`src/rtl/lcd4_pkg.sv`:
```
// ----------------------------------------------------------------------------
// lcd4_pkg
// Shared types, codes and the init event table for the 4-bit LCD sequencer.
// ----------------------------------------------------------------------------
package lcd4_pkg;

  // Request codes
  typedef enum logic [2:0] {
    OP_INIT  = 3'd0,
    OP_DATA  = 3'd1,
    OP_CMD   = 3'd2,
    OP_LINE1 = 3'd3,
    OP_LINE2 = 3'd4,
    OP_CLEAR = 3'd5
  } lcd4_op_e;

  // Fixed command bytes and address bases
  localparam logic [7:0] CmdClear    = 8'h01;
  localparam logic [3:0] LineOneBase = 4'h8;
  localparam logic [3:0] LineTwoBase = 4'hC;

  // Short waits in ms (fit the descriptor fields)
  localparam logic [1:0] WaitNone  = 2'd0;
  localparam logic [1:0] WaitShort = 2'd1;
  localparam logic [1:0] WaitCmd   = 2'd2;

  // Event index counter
  localparam int unsigned    EvtIdxW     = 5;
  localparam logic [EvtIdxW-1:0] InitLastIdx = 5'd29;
  localparam logic [EvtIdxW-1:0] ByteLastIdx = 5'd4;

  // Queue between front and back
  localparam int unsigned QDepth = 2;
  localparam int unsigned QPtrW  = $clog2(QDepth);

  // Classified request
  typedef struct packed {
    logic       is_init;
    logic       rs;
    logic [7:0] data_byte;
    logic [1:0] tail_wait;
    logic [1:0] final_wait;
  } lcd4_desc_t;

  // One pin event
  typedef struct packed {
    logic       reg_select;
    logic       enable_pin;
    logic [3:0] nibble;
    logic [4:0] wait_ms;
    logic       last_event;
  } lcd4_evt_t;

  // Power-on init sequence: clear pins, wake-up nibbles, setup bytes
  // 0x28 0x08 0x01 0x06 0x0C, then raise RS.
  function automatic lcd4_evt_t init_event(logic [EvtIdxW-1:0] idx);
    lcd4_evt_t ev;
    ev.reg_select = 1'b0;
    ev.enable_pin = idx[0];
    ev.nibble     = 4'h0;
    ev.wait_ms    = 5'd1;
    ev.last_event = 1'b0;
    unique case (idx)
      5'd0:                      ev.wait_ms = 5'd20;
      5'd1, 5'd3, 5'd4,
      5'd5, 5'd6:                ev.nibble  = 4'h3;
      5'd2: begin
        ev.nibble  = 4'h3;
        ev.wait_ms = 5'd6;
      end
      5'd7, 5'd8, 5'd9, 5'd10:   ev.nibble  = 4'h2;
      5'd11, 5'd15:              ev.nibble  = 4'h8;
      5'd12, 5'd16: begin
        ev.nibble  = 4'h8;
        ev.wait_ms = 5'd0;
      end
      5'd13, 5'd14, 5'd17, 5'd18,
      5'd21, 5'd22, 5'd25, 5'd26: ev.nibble  = 4'h0;
      5'd19:                     ev.nibble  = 4'h1;
      5'd20: begin
        ev.nibble  = 4'h1;
        ev.wait_ms = 5'd2;
      end
      5'd23:                     ev.nibble  = 4'h6;
      5'd24: begin
        ev.nibble  = 4'h6;
        ev.wait_ms = 5'd0;
      end
      5'd27:                     ev.nibble  = 4'hC;
      5'd28: begin
        ev.nibble  = 4'hC;
        ev.wait_ms = 5'd0;
      end
      default: begin
        // final event, RS back high
        ev.reg_select = 1'b1;
        ev.enable_pin = 1'b0;
        ev.nibble     = 4'hC;
        ev.wait_ms    = 5'd0;
        ev.last_event = 1'b1;
      end
    endcase
    return ev;
  endfunction

endpackage

```
`src/rtl/lcd4_req_if.sv`:
```
// ----------------------------------------------------------------------------
// lcd4_req_if
// Request channel: one word per LCD request.
// ----------------------------------------------------------------------------
interface lcd4_req_if;
  logic       valid;
  logic       ready;
  logic [2:0] opcode;
  logic [7:0] value;
  logic [3:0] position;

  modport source (output valid, output opcode, output value, output position,
                  input ready);
  modport sink   (input valid, input opcode, input value, input position,
                  output ready);
endinterface

```
`src/rtl/lcd4_evt_if.sv`:
```
// ----------------------------------------------------------------------------
// lcd4_evt_if
// Event channel: one word per LCD pin event.
// ----------------------------------------------------------------------------
interface lcd4_evt_if;
  logic       valid;
  logic       ready;
  logic       reg_select;
  logic       enable_pin;
  logic [3:0] nibble;
  logic [4:0] wait_ms;
  logic       last_event;

  modport source (output valid, output reg_select, output enable_pin,
                  output nibble, output wait_ms, output last_event,
                  input ready);
  modport sink   (input valid, input reg_select, input enable_pin,
                  input nibble, input wait_ms, input last_event,
                  output ready);
endinterface

```
`src/rtl/lcd4_front.sv`:
```
// ----------------------------------------------------------------------------
// lcd4_front
// Accepts request words and classifies them into sequencer descriptors.
// ----------------------------------------------------------------------------
module lcd4_front (
  lcd4_req_if.sink          req_i,
  input  logic              q_full_i,
  output logic              push_o,
  output lcd4_pkg::lcd4_desc_t desc_o
);

  logic known;

  assign req_i.ready = ~q_full_i;

  // Opcode decode
  always_comb begin
    known            = 1'b1;
    desc_o.is_init    = 1'b0;
    desc_o.rs         = 1'b0;
    desc_o.data_byte  = req_i.value;
    desc_o.tail_wait  = lcd4_pkg::WaitCmd;
    desc_o.final_wait = lcd4_pkg::WaitNone;
    unique case (lcd4_pkg::lcd4_op_e'(req_i.opcode))
      lcd4_pkg::OP_INIT:  desc_o.is_init = 1'b1;
      lcd4_pkg::OP_DATA: begin
        desc_o.rs        = 1'b1;
        desc_o.tail_wait = lcd4_pkg::WaitNone;
      end
      lcd4_pkg::OP_CMD:   desc_o.tail_wait = lcd4_pkg::WaitCmd;
      lcd4_pkg::OP_LINE1: begin
        desc_o.data_byte  = {lcd4_pkg::LineOneBase, req_i.position};
        desc_o.final_wait = lcd4_pkg::WaitShort;
      end
      lcd4_pkg::OP_LINE2: begin
        desc_o.data_byte  = {lcd4_pkg::LineTwoBase, req_i.position};
        desc_o.final_wait = lcd4_pkg::WaitShort;
      end
      lcd4_pkg::OP_CLEAR: begin
        desc_o.data_byte  = lcd4_pkg::CmdClear;
        desc_o.final_wait = lcd4_pkg::WaitCmd;
      end
      default:            known = 1'b0;
    endcase
  end

  // Unknown requests are taken and dropped
  assign push_o = req_i.valid & req_i.ready & known;

endmodule

```
`src/rtl/lcd4_queue.sv`:
```
// ----------------------------------------------------------------------------
// lcd4_queue
// Short descriptor queue between the front and the back sequencer.
// ----------------------------------------------------------------------------
module lcd4_queue (
  input  logic                 clk_i,
  input  logic                 rst_ni,
  input  logic                 push_i,
  input  lcd4_pkg::lcd4_desc_t din_i,
  output logic                 full_o,
  input  logic                 pop_i,
  output logic                 head_valid_o,
  output lcd4_pkg::lcd4_desc_t head_o
);

  lcd4_pkg::lcd4_desc_t         mem_q [lcd4_pkg::QDepth];
  logic [lcd4_pkg::QPtrW-1:0]   wr_ptr_q, wr_ptr_d;
  logic [lcd4_pkg::QPtrW-1:0]   rd_ptr_q, rd_ptr_d;
  logic [lcd4_pkg::QPtrW:0]     count_q, count_d;

  assign full_o       = (count_q == (lcd4_pkg::QPtrW+1)'(lcd4_pkg::QDepth));
  assign head_valid_o = (count_q != '0);
  assign head_o       = mem_q[rd_ptr_q];

  // Pointer and fill update
  always_comb begin
    wr_ptr_d = wr_ptr_q;
    rd_ptr_d = rd_ptr_q;
    count_d  = count_q;
    if (push_i) begin
      wr_ptr_d = (wr_ptr_q == lcd4_pkg::QPtrW'(lcd4_pkg::QDepth - 1)) ? '0 : wr_ptr_q + 1'b1;
    end
    if (pop_i) begin
      rd_ptr_d = (rd_ptr_q == lcd4_pkg::QPtrW'(lcd4_pkg::QDepth - 1)) ? '0 : rd_ptr_q + 1'b1;
    end
    if (push_i && !pop_i) begin
      count_d = count_q + 1'b1;
    end else if (!push_i && pop_i) begin
      count_d = count_q - 1'b1;
    end
  end

  always_ff @(posedge clk_i or negedge rst_ni) begin
    if (!rst_ni) begin
      wr_ptr_q <= '0;
      rd_ptr_q <= '0;
      count_q  <= '0;
    end else begin
      wr_ptr_q <= wr_ptr_d;
      rd_ptr_q <= rd_ptr_d;
      count_q  <= count_d;
    end
  end

  // Storage, no reset
  always_ff @(posedge clk_i) begin
    if (push_i) begin
      mem_q[wr_ptr_q] <= din_i;
    end
  end

`ifndef SYNTHESIS
  a_no_overflow: assert property (@(posedge clk_i) disable iff (!rst_ni)
    full_o |-> !push_i) else $error("queue written while full");
  a_no_underflow: assert property (@(posedge clk_i) disable iff (!rst_ni)
    pop_i |-> head_valid_o) else $error("queue popped while empty");
`endif

endmodule

```
`src/rtl/lcd4_seq.sv`:
```
// ----------------------------------------------------------------------------
// lcd4_seq
// Walks the queue head through its pin events, one event word per cycle
// while the receiver is ready, into an output register.
// ----------------------------------------------------------------------------
module lcd4_seq (
  input  logic                 clk_i,
  input  logic                 rst_ni,
  input  logic                 head_valid_i,
  input  lcd4_pkg::lcd4_desc_t head_i,
  output logic                 pop_o,
  lcd4_evt_if.source           evt_o
);

  logic [lcd4_pkg::EvtIdxW-1:0] idx_q, idx_d;
  logic                         out_valid_q, out_valid_d;
  lcd4_pkg::lcd4_evt_t          out_q, ev;
  logic                         load;

  // Event for the current head and index
  always_comb begin
    if (head_i.is_init) begin
      ev = lcd4_pkg::init_event(idx_q);
    end else begin
      ev.reg_select = head_i.rs;
      ev.enable_pin = (idx_q == 5'd0) || (idx_q == 5'd2);
      ev.nibble     = (idx_q < 5'd2) ? head_i.data_byte[7:4] : head_i.data_byte[3:0];
      ev.wait_ms    = 5'd1;
      ev.last_event = 1'b0;
      if (idx_q == 5'd3) begin
        ev.wait_ms = {3'b000, head_i.tail_wait};
      end else if (idx_q >= lcd4_pkg::ByteLastIdx) begin
        // closing event flips RS
        ev.reg_select = ~head_i.rs;
        ev.wait_ms    = {3'b000, head_i.final_wait};
        ev.last_event = 1'b1;
      end
    end
  end

  // Output register takes a new word when empty or drained
  assign load  = head_valid_i && (!out_valid_q || evt_o.ready);
  assign pop_o = load && ev.last_event;

  always_comb begin
    idx_d       = idx_q;
    out_valid_d = out_valid_q;
    if (load) begin
      out_valid_d = 1'b1;
      idx_d       = ev.last_event ? '0 : idx_q + 1'b1;
    end else if (evt_o.ready) begin
      out_valid_d = 1'b0;
    end
  end

  always_ff @(posedge clk_i or negedge rst_ni) begin
    if (!rst_ni) begin
      idx_q       <= '0;
      out_valid_q <= 1'b0;
    end else begin
      idx_q       <= idx_d;
      out_valid_q <= out_valid_d;
    end
  end

  always_ff @(posedge clk_i) begin
    if (load) begin
      out_q <= ev;
    end
  end

  assign evt_o.valid      = out_valid_q;
  assign evt_o.reg_select = out_q.reg_select;
  assign evt_o.enable_pin = out_q.enable_pin;
  assign evt_o.nibble     = out_q.nibble;
  assign evt_o.wait_ms    = out_q.wait_ms;
  assign evt_o.last_event = out_q.last_event;

`ifndef SYNTHESIS
  a_idx_range: assert property (@(posedge clk_i) disable iff (!rst_ni)
    idx_q <= lcd4_pkg::InitLastIdx) else $error("event index out of range");
  a_byte_range: assert property (@(posedge clk_i) disable iff (!rst_ni)
    (head_valid_i && !head_i.is_init) |-> idx_q <= lcd4_pkg::ByteLastIdx)
    else $error("byte request index out of range");
  a_idx_rewind: assert property (@(posedge clk_i) disable iff (!rst_ni)
    pop_o |=> idx_q == '0) else $error("index not rewound after request");
`endif

endmodule

```
`src/rtl/char_lcd_4bit_command_sequencer_top.sv`:
```
// ----------------------------------------------------------------------------
// char_lcd_4bit_command_sequencer_top
// Turns character-LCD requests into ordered 4-bit bus pin events.
// ----------------------------------------------------------------------------
// Usage:
//   req_i carries one request word (opcode, value, position) per handshake.
//   evt_o carries one pin event word per handshake: RS, EN, D7..D4 levels
//   and the hold time in ms; last_event marks the end of a request.
//   Init gives 30 event words; data, command, line address and clear give
//   5 each; opcodes 6 and 7 are taken and give nothing.
// Flow: the first event word passes through the request queue and the
//   output register before it is presented. After that the sequencer emits
//   one event word per cycle while the receiver is ready; the event counter
//   stepping through the head request sets this rate.
// A two-entry request queue lets new requests be taken while earlier ones
//   are still being sequenced; req_i.ready drops only when it is full.
// When the receiver stalls, the output register holds its word and the
//   sequencer waits; requests still fill the queue.
// Reset (asynchronous, active low) empties the queue and the output stage.
// ----------------------------------------------------------------------------
module char_lcd_4bit_command_sequencer_top (
  input  logic       clk_i,
  input  logic       rst_ni,
  lcd4_req_if.sink   req_i,
  lcd4_evt_if.source evt_o
);

  logic                 push, q_full, pop, head_valid;
  lcd4_pkg::lcd4_desc_t desc, head;

  lcd4_front u_front (
    .req_i    (req_i),
    .q_full_i (q_full),
    .push_o   (push),
    .desc_o   (desc)
  );

  lcd4_queue u_queue (
    .clk_i        (clk_i),
    .rst_ni       (rst_ni),
    .push_i       (push),
    .din_i        (desc),
    .full_o       (q_full),
    .pop_i        (pop),
    .head_valid_o (head_valid),
    .head_o       (head)
  );

  lcd4_seq u_seq (
    .clk_i        (clk_i),
    .rst_ni       (rst_ni),
    .head_valid_i (head_valid),
    .head_i       (head),
    .pop_o        (pop),
    .evt_o        (evt_o)
  );

endmodule

```
`src/flat_wrapper.sv`:
```
// flat-port wrapper written by rule: the top's interface ports become plain ports
module char_lcd_4bit_command_sequencer_top_flat 
  (clk_i, rst_ni, req_i_valid, req_i_opcode, req_i_value, req_i_position, req_i_ready, evt_o_valid, evt_o_reg_select, evt_o_enable_pin, evt_o_nibble, evt_o_wait_ms, evt_o_last_event, evt_o_ready);
  lcd4_req_if req_i_i ();
  lcd4_evt_if evt_o_i ();
  input  logic clk_i;
  input  logic rst_ni;
  input wire logic [$bits(req_i_i.valid)-1:0] req_i_valid;
  input wire logic [$bits(req_i_i.opcode)-1:0] req_i_opcode;
  input wire logic [$bits(req_i_i.value)-1:0] req_i_value;
  input wire logic [$bits(req_i_i.position)-1:0] req_i_position;
  output wire logic [$bits(req_i_i.ready)-1:0] req_i_ready;
  output wire logic [$bits(evt_o_i.valid)-1:0] evt_o_valid;
  output wire logic [$bits(evt_o_i.reg_select)-1:0] evt_o_reg_select;
  output wire logic [$bits(evt_o_i.enable_pin)-1:0] evt_o_enable_pin;
  output wire logic [$bits(evt_o_i.nibble)-1:0] evt_o_nibble;
  output wire logic [$bits(evt_o_i.wait_ms)-1:0] evt_o_wait_ms;
  output wire logic [$bits(evt_o_i.last_event)-1:0] evt_o_last_event;
  input wire logic [$bits(evt_o_i.ready)-1:0] evt_o_ready;
  assign req_i_i.valid = req_i_valid;
  assign req_i_i.opcode = req_i_opcode;
  assign req_i_i.value = req_i_value;
  assign req_i_i.position = req_i_position;
  assign req_i_ready = req_i_i.ready;
  assign evt_o_valid = evt_o_i.valid;
  assign evt_o_reg_select = evt_o_i.reg_select;
  assign evt_o_enable_pin = evt_o_i.enable_pin;
  assign evt_o_nibble = evt_o_i.nibble;
  assign evt_o_wait_ms = evt_o_i.wait_ms;
  assign evt_o_last_event = evt_o_i.last_event;
  assign evt_o_i.ready = evt_o_ready;
  char_lcd_4bit_command_sequencer_top u_core (.clk_i(clk_i), .rst_ni(rst_ni), .req_i(req_i_i), .evt_o(evt_o_i));
endmodule
```
`config.mk`:
```
export PLATFORM = sky130hd
export DESIGN_NAME = char_lcd_4bit_command_sequencer_top_flat
export DESIGN_NICKNAME = d
export VERILOG_FILES = /design/src/rtl/lcd4_pkg.sv /design/src/rtl/lcd4_req_if.sv /design/src/rtl/lcd4_evt_if.sv /design/src/rtl/lcd4_front.sv /design/src/rtl/lcd4_queue.sv /design/src/rtl/lcd4_seq.sv /design/src/rtl/char_lcd_4bit_command_sequencer_top.sv /design/src/flat_wrapper.sv
export SDC_FILE = /design/constraint.sdc
export NUM_CORES = 1
export LEC_CHECK = 0
export BUFFER_PORTS_ARGS = -buffer_cell sky130_fd_sc_hd__buf_2
export CAP_MARGIN = 30
export CORE_MARGIN = 8
export CORE_UTILIZATION = 45
export DETAILED_ROUTE_END_ITERATION = 10
export GPL_TIMING_DRIVEN = 0
export RECOVER_POWER = 100
export SLEW_MARGIN = 25
export SYNTH_ARGS = -nofsm -noshare
export SYNTH_HDL_FRONTEND = slang
export SYNTH_SLANG_ARGS = --single-unit
```
`constraint.sdc`:
```
create_clock -name clk_i -period 7.4 [get_ports clk_i]
set_input_delay 0.74 -clock clk_i [delete_from_list [all_inputs] [get_ports clk_i]]
set_output_delay 0.74 -clock clk_i [all_outputs]
set_load 0.01 [all_outputs]
```
Yosys cells after proc, flatten, opt, wreduce, memory -nomap -nowiden:

Memories as Yosys holds them, arrays and structs flattened.
Cells that the tools add are included.

* register bits after elaboration: 22
* latch bits: 0
* memory bits (writable): 28
* bits in read-only memories: 0
* bits of input ports: 19
* output and inout port bits: 14
* word-level logic and storage cells: 106
* memories kept: 1

Memories
* u_core.u_queue.mem_q: words 2, width 14, read ports 1, clocked after memory_dff 0, write ports 1, RTL line lcd4_queue.sv:16 `lcd4_pkg::lcd4_desc_t mem_q [lcd4_pkg::QDepth];`

* $add $sub $neg: 5
* multipliers: 0
* div/mod/pow operators: 0
* order comparisons: 2
* equal/unequal tests: 34
* shifts and indexed selects: 0
* mux-type cells: 26
* bitwise gates (word level): 4
* reductions and logical operators: 24

Operators by type and width (count)
* $eq 5x5->1 const B: 13
* $eq 5x4->1 const B: 8
* $reduce_or 29->1: 1
* $pmux 4 s6: 1
* $pmux 8 s3: 1
* $reduce_or 22->1: 1
* $eq 5x3->1 const B: 4
* $pmux 5 s4: 1
* $mux 1: 13
* $mux 12: 1
* $reduce_or 6->1: 2
* $eq 5x2->1 const B: 2
* $mux 5: 2
* $reduce_or 9->1: 1
* $mux 2: 4
* $reduce_or 4->1: 2
* $eq 3x2->1 const B: 2
* $eq 3x3->1 const B: 2
* $reduce_bool 2->1: 3
* $reduce_or 2->1: 3
* $add 5x1->5 const B: 1
* $eq 5x1->1 const B: 1
* $ge 5x3->1 const B: 1
* $logic_not 5->1: 1
* other kinds (15): 24

Longest topological paths before layout:

An unclocked memory read counts as a cell.

* depth in word-level cells: 9
* depth in mapped cells: 12
* depth with buffers taken out: 11

By module:

A second synthesis with hierarchy kept.

* cell total of the unflattened synthesis: 254
* area, all modules: 2827.7 um^2

Modules (own cells, without submodules)
* lcd4_seq: times used 1, cells each 151, area each 1305.0 um^2, sequential area each 480.5 um^2
* lcd4_queue: times used 1, cells each 60, area each 1252.5 um^2, sequential area each 940.9 um^2
* lcd4_front: times used 1, cells each 43, area each 270.3 um^2, sequential area each 0.0 um^2

Worst setup path before layout:

Ideal clock, no wire load.

* kind: register to register
* start: reg u_core.u_seq.idx_q[0] (netlist bit)
* end: reg u_core.u_queue.count_q[1] (netlist bit)
* library setup time: 0.079 ns
* arrival: 2.642 ns
* required time: 7.321 ns
* setup slack: 4.679 ns
* stages on the path, launching flop included: 13
* path buffers: 1
* clock period less this slack: 2.721 ns
* cell sequence: dfrtp_1 ha_1 buf_2 and3_1 ha_1 a31o_1 nor4_2 a31o_4 nand2_2 ha_1 xor2_1 nor2_1 xor2_1

RTL lines
* from (decl): RTL line lcd4_seq.sv:15 `logic [lcd4_pkg::EvtIdxW-1:0] idx_q, idx_d;`
* from (signal assigned): RTL line lcd4_seq.sv:61 `idx_q <= idx_d;`
* to (signal assigned): RTL line lcd4_queue.sv:51 `count_q <= count_d;`
* to (decl): RTL line lcd4_queue.sv:19 `logic [lcd4_pkg::QPtrW:0] count_q, count_d;`

==> key figures <==
CTS
  – CTS Buffer Depth: 2
  – H-tree levels: 2
  – CTS tree: done
  – CTS Hold Buffers Added: 0
  – Worst-Skew Late Latency: 0.30 ns
  – Total CTS buffers: 5
  – CTS root buffer: clkbuf_8
  – Reg clk slew, reported paths: 0.09 ns
  – Post-CTS Setup Bufs: 0
  – Cts repair resizes: 0
  – Sink Count: 47

Cells and area
  – Layout Utilization: 51.4%
  – Diodes inserted: 0
  – Sequential cell area: 1360 sq um
  – Fillers: 542
  – NumNets Final: 282
  – Layout cells sized above 1: 14.3%
  – Area grow syn2layout: 11.7%
  – Area occupied by multi-input gates: 975 sq um

Synthesis
  – Most common library cells after synthesis: edfxtp_1, nand2_1, o21ai_0, inv_1, nor2_1
  – Synth Register Bits: 47
  – Mapped cell area: 2490 sq um
  – Post-synth top area cell: edfxtp_1
  – Synth warn: 0
  – Post-synth EDFFs: 37
  – Most frequent cell after synthesis: edfxtp_1
  – Most common flop cell mapped by yosys: edfxtp_1
  – Syn Inst Count: 220
  – Largest family of logic cells by synthesized area: simple AND/OR/NAND/NOR gates
  – Synth Area in Compound Gates: 13.2%
  – Area share of the largest cell type after synthesis: 44.7%
  – Synth unique cells: 47
  – Adder-cell share of the synthesized area: 3.02%
  – Multiplexer area fraction after synthesis: 6.54%
  – Post-synth ARST share: 21.3%
  – Syn Nets: 245
  – Largest cells by area after synthesis: edfxtp_1, dfrtp_1, mux4_2, o21ai_0, ha_1
  – Syn_area_per_cell: 11.3 sq um
  – Sequential fraction of the synthesis area: 54.8%
  – XOR/XNOR Fraction of Synth Area: 2.77%
  – Simple logic cell fraction of the synthesized area: 14.3%

Placement
  – Port bufs: 30
  – GP Congestion: 0.872
  – HPWL Detailed: 3720 um

Global routing
  – Largest net degree at the start of global routing: 18
  – Total global routing overflow: 0
  – Vias in the first global route: 1888
  – Initial antenna violation count: 0
  – First-pass GRT wire length: 8890 um
  – GRT Total Usage: 13.3%

Setup path
  – Crit path DAT: 3.99 ns
  – WP data required: 7.63 ns
  – Startpoint class of the critical path: flip-flop
  – Crit path max fanout: 10
  – Worst setup EP type: flip-flop
  – Critical path class: reg -> reg

Min path
  – Hold crit path type: in -> async

Routing
  – Post-route ant nets: 0
  – DR WL/cell: 15.4 um
  – Drt total wl: 5070 um
  – DR vias: 1773
  – Drt first pass iters: 4
  – DRT iter0 DRCs: 77
  – DR vias/cell: 5.37
  – Detailed-route DRC error count: 0

Die
  – Core area: 5410 sq um
  – Chip Height: 90.3 um
  – Initial core utilization: 46.0%
  – FP Rows: 27
  – DIE WIDTH: 90.3 um
  – I/O Pins: 33
  – Total Die Area: 8160 sq um

Timing
  – Layout Skew: 0.00600 ns
  – TNS Setup: 0 ns
  – RSZ-0062 raised after global routing: no
  – Worst slew pin tran: 1.11 ns
  – Min Tclk post-route: 3.76 ns
  – Fmax: 266 MHz
  – Max Transition Viols Final: 0
  – Finish-stage setup viols: 0
  – Hold Fails Final Rpt: 0
  – Slew margin rel.: 26.0%
  – Period utilization: 50.8%

Run
  – Max cap viols: 0

Pwr
  – Peak VDD IR: 0.226 mV
  – Power density cells: 410 nW/um^2
  – Lkg Pwr: 1.06 nW

Outcome
  – Status: finished, final reports clean
==> layer usage <==
layer  GRT usage (%)  part of all wire [%]  vias to the layer above
met4            6.10                   1.8                        0
met2            22.3                    49                       48
li1                -                     -                      875
met5               0                     0                        -
met3            3.57                   4.6                        9
met1            15.4                    44                      841
==> cells in the final DEF, fill, tap and decap left out, types with 6 or more instances in the layout <==
cell and n:
inv_1 14, a21oi_1 12, nand2_1 18, nand2b_1 6
dfrtp_1 10, nor2_1 15, o21ai_0 18, clkbuf_1 22
ha_1 6, buf_2 17, nand3_1 10, edfxtp_1 37
==> metrics by stage <==
step / setup WS [ns] / hold slack (ns) / power, mW / instance area (sq um) / cells
2_1_floorplan: 4.68 / 0.444 / 0.852 / 2490 / 220
3_3_place_gp: 4.27 / 0.479 / 1.00 / 2730 / 322
3_5_place_dp: 4.28 / 0.480 / 1.01 / 2730 / 322
4_1_cts: 4.24 / 0.281 / 1.17 / 2830 / 330
5_1_grt: 3.39 / 0.439 / 1.23 / 2780 / 330
6_report: 3.64 / 0.380 / 1.14 / 2780 / 330
==> power breakdown <==
group	switching (mW)	internal, mW	total [mW]
logic	0.328	0.209	0.538
registers	0.0412	0.398	0.439
clock network	0.0929	0.0700	0.163
==> critical path, cell delays in order (launching register included) <==
cell and delay [ns]:
dfrtp_1 0.42, clkbuf_1 0.36, clkbuf_1 0.39, inv_1 0.19, ha_1 0.26, a31o_1 0.20
nor4_1 0.79, a31o_4 0.31, nand2_1 0.10, ha_1 0.26, xor2_1 0.14, nor2_1 0.11
xor2_1 0.16
==> cell type report <==
type | instances | share of cell area [%]
sequential | 47 | 49.0
multi-input combinational | 146 | 35.1
timing repair buffer | 30 | 4.73
tap | 72 | 3.24
buffer | 13 | 2.52
clock buffer | 5 | 2.48
inverter | 14 | 1.89
clock inverter | 3 | 0.991
==> state kept, by name (all words and copies together) (netlist names) <==
register and cells:
u_core.u_queue.count_q 2, u_core.u_queue.mem_q 26, u_core.u_queue.rd_ptr_q 1, u_core.u_queue.wr_ptr_q 1, u_core.u_seq.evt_o.enable_pin 1, u_core.u_seq.evt_o.last_event 1, u_core.u_seq.evt_o.nibble 4, u_core.u_seq.evt_o.reg_select 1
u_core.u_seq.evt_o.valid 1, u_core.u_seq.evt_o.wait_ms 4, u_core.u_seq.idx_q 5
==> path summary, 6_finish.rpt <==
kind,start,end,slack (ns),cells past startpoint
min in group clk_i,u_core.u_queue.wr_ptr_q,u_core.u_queue.wr_ptr_q,0.50,1
max in group asynchronous,rst_ni,u_core.u_seq.idx_q[0],6.66,1
hold reg to reg,u_core.u_queue.wr_ptr_q,u_core.u_queue.wr_ptr_q,0.50,1
setup reg to reg,u_core.u_seq.idx_q[4],u_core.u_queue.count_q[1],3.64,12
setup / recovery,u_core.u_seq.idx_q[4],u_core.u_queue.count_q[1],3.64,12
hold / removal,rst_ni,u_core.u_queue.count_q[1],0.38,1
==> logic make-up after synthesis <==
| group | after synthesis |
|---|---|
| compound gates | 51 |
| xor+xnor | 7 |
| fa+ha+maj | 6 |
| buf+inv | 27 |
| flops | 47 |
| mux | 11 |
| other cells | 1 |
| simple gates | 70 |
Note: power is estimated with default switching activity, not from simulation.
